[config.mk]
export PLATFORM = sky130hd
export DESIGN_NAME = gcpw_merge
export DESIGN_NICKNAME = d
export VERILOG_FILES = /design/src/hdl/gcpw_pkg.sv /design/src/hdl/gcpw_merge.sv
export SDC_FILE = /design/constraint.sdc
export NUM_CORES = 1
export LEC_CHECK = 0
export BUFFER_PORTS_ARGS = -buffer_cell sky130_fd_sc_hd__buf_2
export CORE_ASPECT_RATIO = 1.75
export CORE_MARGIN = 5
export CORE_UTILIZATION = 39
export CTS_BUF_LIST = sky130_fd_sc_hd__clkbuf_8
export CTS_CLUSTER_DIAMETER = 50
export DETAILED_ROUTE_END_ITERATION = 8
export GPL_TIMING_DRIVEN = 0
export PLACE_DENSITY_LB_ADDON = 0.15
export SLEW_MARGIN = 30
export SYNTH_ARGS = -nofsm -noshare
export SYNTH_HDL_FRONTEND = slang
export SYNTH_SLANG_ARGS = --single-unit
[constraint.sdc]
create_clock -name clk_i -period 0.8 [get_ports clk_i]
set_input_delay 0.08 -clock clk_i [delete_from_list [all_inputs] [get_ports clk_i]]
set_output_delay 0.08 -clock clk_i [all_outputs]
set_load 0.02 [all_outputs]
[src/hdl/gcpw_pkg.sv]
// Package of the Gaussian curve point warp: transfer types, register indexes,
// fixed-point constants and the exponential fraction table generator.
// No dependencies.
`timescale 1ns / 1ps

package gcpw_pkg;

  // One input transfer: the point and the running sums.
  typedef struct packed {
    logic signed [31:0] tx;
    logic signed [31:0] ty;
    logic signed [31:0] acc_x;
    logic signed [31:0] acc_y;
  } item_t;

  // One result transfer: the updated sums.
  typedef struct packed {
    logic signed [31:0] out_x;
    logic signed [31:0] out_y;
  } result_t;

  // Configuration register indexes.
  localparam int unsigned CFG_IDX_W = 3;
  localparam logic [CFG_IDX_W-1:0] REG_WEIGHT    = 3'd0;
  localparam logic [CFG_IDX_W-1:0] REG_AMP_X     = 3'd1;
  localparam logic [CFG_IDX_W-1:0] REG_AMP_Y     = 3'd2;
  localparam logic [CFG_IDX_W-1:0] REG_INV_LEN_X = 3'd3;
  localparam logic [CFG_IDX_W-1:0] REG_INV_LEN_Y = 3'd4;

  // Fixed-point constants in Q30.
  localparam logic [63:0] ONE_Q30   = 64'd1 << 30;
  localparam logic [63:0] HALF_Q30  = 64'd1 << 29;
  localparam logic [30:0] LOG2E_Q30 = 31'd1549082005;
  localparam logic [63:0] LN2_Q30   = 64'd744261118;

  // Register stages of the exponential pipeline in each lane.
  localparam int unsigned GAUSS_LAT = 7;

  // Entry k of the table of 2^(-k/2^tbl_bits) in Q30, built from a Taylor
  // series of exp(-y) with twenty terms. Only ever called with constant
  // arguments, so it folds away at elaboration.
  function automatic logic [30:0] frac_tbl_entry(input int unsigned k,
                                                 input int unsigned tbl_bits);
    logic [63:0] y;
    logic [63:0] term;
    logic [63:0] sum;
    y    = ((64'(k) * LN2_Q30) + (64'd1 << (tbl_bits - 1))) >> tbl_bits;
    sum  = ONE_Q30;
    term = ONE_Q30;
    term = ((term * y + HALF_Q30) >> 30) / 64'd1;  sum = sum - term;
    term = ((term * y + HALF_Q30) >> 30) / 64'd2;  sum = sum + term;
    term = ((term * y + HALF_Q30) >> 30) / 64'd3;  sum = sum - term;
    term = ((term * y + HALF_Q30) >> 30) / 64'd4;  sum = sum + term;
    term = ((term * y + HALF_Q30) >> 30) / 64'd5;  sum = sum - term;
    term = ((term * y + HALF_Q30) >> 30) / 64'd6;  sum = sum + term;
    term = ((term * y + HALF_Q30) >> 30) / 64'd7;  sum = sum - term;
    term = ((term * y + HALF_Q30) >> 30) / 64'd8;  sum = sum + term;
    term = ((term * y + HALF_Q30) >> 30) / 64'd9;  sum = sum - term;
    term = ((term * y + HALF_Q30) >> 30) / 64'd10; sum = sum + term;
    term = ((term * y + HALF_Q30) >> 30) / 64'd11; sum = sum - term;
    term = ((term * y + HALF_Q30) >> 30) / 64'd12; sum = sum + term;
    term = ((term * y + HALF_Q30) >> 30) / 64'd13; sum = sum - term;
    term = ((term * y + HALF_Q30) >> 30) / 64'd14; sum = sum + term;
    term = ((term * y + HALF_Q30) >> 30) / 64'd15; sum = sum - term;
    term = ((term * y + HALF_Q30) >> 30) / 64'd16; sum = sum + term;
    term = ((term * y + HALF_Q30) >> 30) / 64'd17; sum = sum - term;
    term = ((term * y + HALF_Q30) >> 30) / 64'd18; sum = sum + term;
    term = ((term * y + HALF_Q30) >> 30) / 64'd19; sum = sum - term;
    term = ((term * y + HALF_Q30) >> 30) / 64'd20; sum = sum + term;
    if (k == 0) begin
      sum = ONE_Q30;
    end
    return sum[30:0];
  endfunction

endpackage

[src/hdl/gcpw_merge.sv]
// Merge stage: saturates both lane sums and registers the result transfer.
// Depends on gcpw_pkg (result type).
`timescale 1ns / 1ps

module gcpw_merge #(
  parameter int unsigned SUM_W = 50
) (
  input  logic                    clk_i,
  input  logic                    rst_ni,
  input  logic                    valid_i,
  input  logic signed [SUM_W-1:0] sum_x_i,
  input  logic signed [SUM_W-1:0] sum_y_i,
  output gcpw_pkg::result_t       result_o,
  output logic                    done_o
);
  import gcpw_pkg::*;

  result_t result_d, result_q;
  logic    done_q;

  // Clamp a wide signed sum to the signed 32-bit range.
  function automatic logic [31:0] sat32(input logic [SUM_W-1:0] s);
    logic fits;
    fits = (s[SUM_W-1:31] == {(SUM_W-31){s[SUM_W-1]}});
    if (fits) begin
      return s[31:0];
    end else if (s[SUM_W-1]) begin
      return 32'h8000_0000;
    end else begin
      return 32'h7FFF_FFFF;
    end
  endfunction

  always_comb begin
    result_d.out_x = sat32(sum_x_i);
    result_d.out_y = sat32(sum_y_i);
  end

  // The strobe is control state; the payload register needs no reset.
  always_ff @(posedge clk_i or negedge rst_ni) begin
    if (!rst_ni) begin
      done_q <= 1'b0;
    end else begin
      done_q <= valid_i;
    end
  end

  always_ff @(posedge clk_i) begin
    result_q <= result_d;
  end

  assign result_o = result_q;
  assign done_o   = done_q;

endmodule

==> results.json <==
{
  "grt_pass1_vias": 2993,
  "p_per_area_nw_per_um2": 1480,
  "multi_input_area_sq_um": 961,
  "syn_to_final_growth_pct": 112,
  "drv_slew": 0,
  "ant_nets": 0,
  "vias_per_cell": 4.63,
  "cts-buffers-inserted": 9,
  "async_flop_share": 0.0154,
  "worst_pin_slew_ps": 485,
  "avgSynthCellArea_sq_um": 10.5,
  "placed_cells": 484,
  "clock-sinks": 65,
  "ys_types": 16,
  "die_width_um": 70.5,
  "maxSlewHeadroom": 0.677,
  "overflow": 0,
  "p_leak_nw": 2.43,
  "ys_seq_area_frac": 0.522,
  "period_needed_ps": 1140,
  "drt_iter0_markers": 153,
  "synth_top_area_cell": "dfxtp_1",
  "initial_core_util": 0.402,
  "crit_path_end_kind": "flop",
  "synth_top_area_frac": 0.512,
  "layout_setup_ws_ps": -343,
  "rsz0062_at_grt": "true",
  "synth.most_common_cell": "dfxtp_1",
  "grt_max_degree": 13,
  "synth-warning-count": 0,
  "core_sq_um": 6230,
  "antenna_found_initial": 0,
  "htree_levels": 3,
  "maxCapViolations": 0,
  "pre_cts_slack_ps": -672,
  "path_class": "input port to flop",
  "portBuffers": 165,
  "fp.dieH_um": 116,
  "synthTopCellsByCount": "dfxtp_1 (64), inv_1 (62), mux2i_1 (62)",
  "grt_pass1_wl_um": 14500,
  "ys_ff_latch": 65,
  "setup_viol": 127,
  "failed_checks": "setup timing",
  "grtUsageTotal": 0.232,
  "fp-row-count": 38,
  "synth_cells": 239,
  "diodes": 0,
  "finalPower_w": 0.00788,
  "clock_path_buffers": 2,
  "finalInstanceArea_sq_um": 5310,
  "netlist_top_cells_area": "dfxtp_1 (51%), mux2i_1 (25%), inv_1 (9.3%)",
  "arrival_ps": 1410,
  "first_pass_iters": 4,
  "pin_count": 168,
  "hold_viol_final": 0,
  "post-dp-hpwl_um": 5050,
  "synth_ff_type": "dfxtp_1",
  "dieArea_sq_um": 8180,
  "clk_pin_slew_worst_paths_ps": 80,
  "cts_root_buf": "clkbuf_8",
  "hold_slack_ps": 37.1,
  "gp_congestion": 0.862,
  "status": "finished, violations left",
  "min_path_type": "input port to asynchronous set/reset pin",
  "drt-total-wl_um": 9970,
  "avgRoutedWirePerCell_um": 17.2,
  "regArea_sq_um": 1390,
  "drc": 0,
  "cts_tree": "built",
  "syn-cell-area_sq_um": 2500,
  "num-nets-final": 597,
  "num_vias": 2679,
  "max_freq_mhz": 875,
  "crit_fanout": 5,
  "synth_edf_count": 0,
  "peakVddDrop_uv": 1470,
  "synth.net_count": 342,
  "worstPathRequired_ps": 1070,
  "nFillCells": 293,
  "crit_start": "sum_y_i[33]",
  "drive_above_1_share": 0.575,
  "placed_area_sq_um": 3450,
  "fin_crit_sh": 1.43,
  "cp-start-kind": "input port",
  "fin_cells": 579
}
==> worst paths after layout <==
path | endpoint | slack (ps) | cells after the start
min | done_o | 40 | 2
min in group clk_i | result_o[45] | 40 | 3
max | result_o[9] | -340 | 7
max in group asynchronous | done_o | 670 | 2
==> state kept, by name (all words and copies together) (netlist names) <==
name      cells
done_o        1
result_o     64
==> timing repair <==
action	in CTS	in global routing
pin swaps	4	7
hold buffers	65	0
setup buffers	7	3
endpoints found under the hold margin	65	0
setup endpoints to repair	127	127
gates cloned	3	3
resized for setup	226	33
==> routing by layer <==
| metal | wire [um] | vias to the layer above | global-route usage | part of all wire |
|---|---|---|---|---|
| met4 | 341 | 0 | 0.114 | 0.034 |
| met2 | 5520 | 142 | 0.449 | 0.55 |
| li1 | - | 1260 | - | - |
| met1 | 3210 | 1247 | 0.196 | 0.32 |
| met3 | 913 | 30 | 0.102 | 0.092 |
| met5 | 0 | - | 0 | 0 |
==> worst max-delay path, cell delays in order <==
cell,delay (ps)
buf_8,100
nor4_4,300
nand3_2,150
a22oi_4,260
buf_12,170
buf_8,130
mux2i_1,210
==> metrics by stage <==
step	setup TNS (ps)	util
final	-23030	0.853
after global routing	-27360	0.853
after CTS	-19460	0.820
after detailed placement	-39330	0.554
after global placement	-37360	0.554
after floorplan	-28310	-
==> cells by family (layout without fill, tap and decap cells) <==
group	count (synthesis)	in the layout	synth area share
simple gates	32	32	0.0700
flops	65	65	0.522
mux	62	62	0.248
buf+inv	78	338	0.143
compound gates	2	2	0.0170
==> placed cells by master, fill, tap and decap left out, drive strengths merged <==
cell	instances
buf	184
dlygate4sd3	65
dfxtp	64
inv	63
mux2i	62
clkbuf	21
nand3	8
nand4	6
nor4	6
or3	4
nor3	4
clkinv	3
nor2	2
a22oi	2
nand2	2
bufinv	1
clkinvlp	1
dfrtp	1
==> final cells by class <==
type                    instances  area share
clock buffers                  10      0.0259
inverters                      62      0.0438
flip-flops and latches         65       0.261
well taps                      80      0.0188
clock inverters                 6      0.0113
plain buffers                  16      0.0330
multi-input cells              96       0.181
repair buffers                244       0.425
==> power by group <==
part | total (W) | leakage, nW | internal [W] | switching [W]
Clock | 0.00278 | 0.103 | 0.00151 | 0.00127
Sequential | 0.00353 | 0.552 | 0.00345 | 0.0000884
Combinational | 0.00157 | 1.78 | 0.000904 | 0.000663
Total | 0.00788 | 2.43 | 0.00585 | 0.00202
Power figures use the tool's default switching activity.
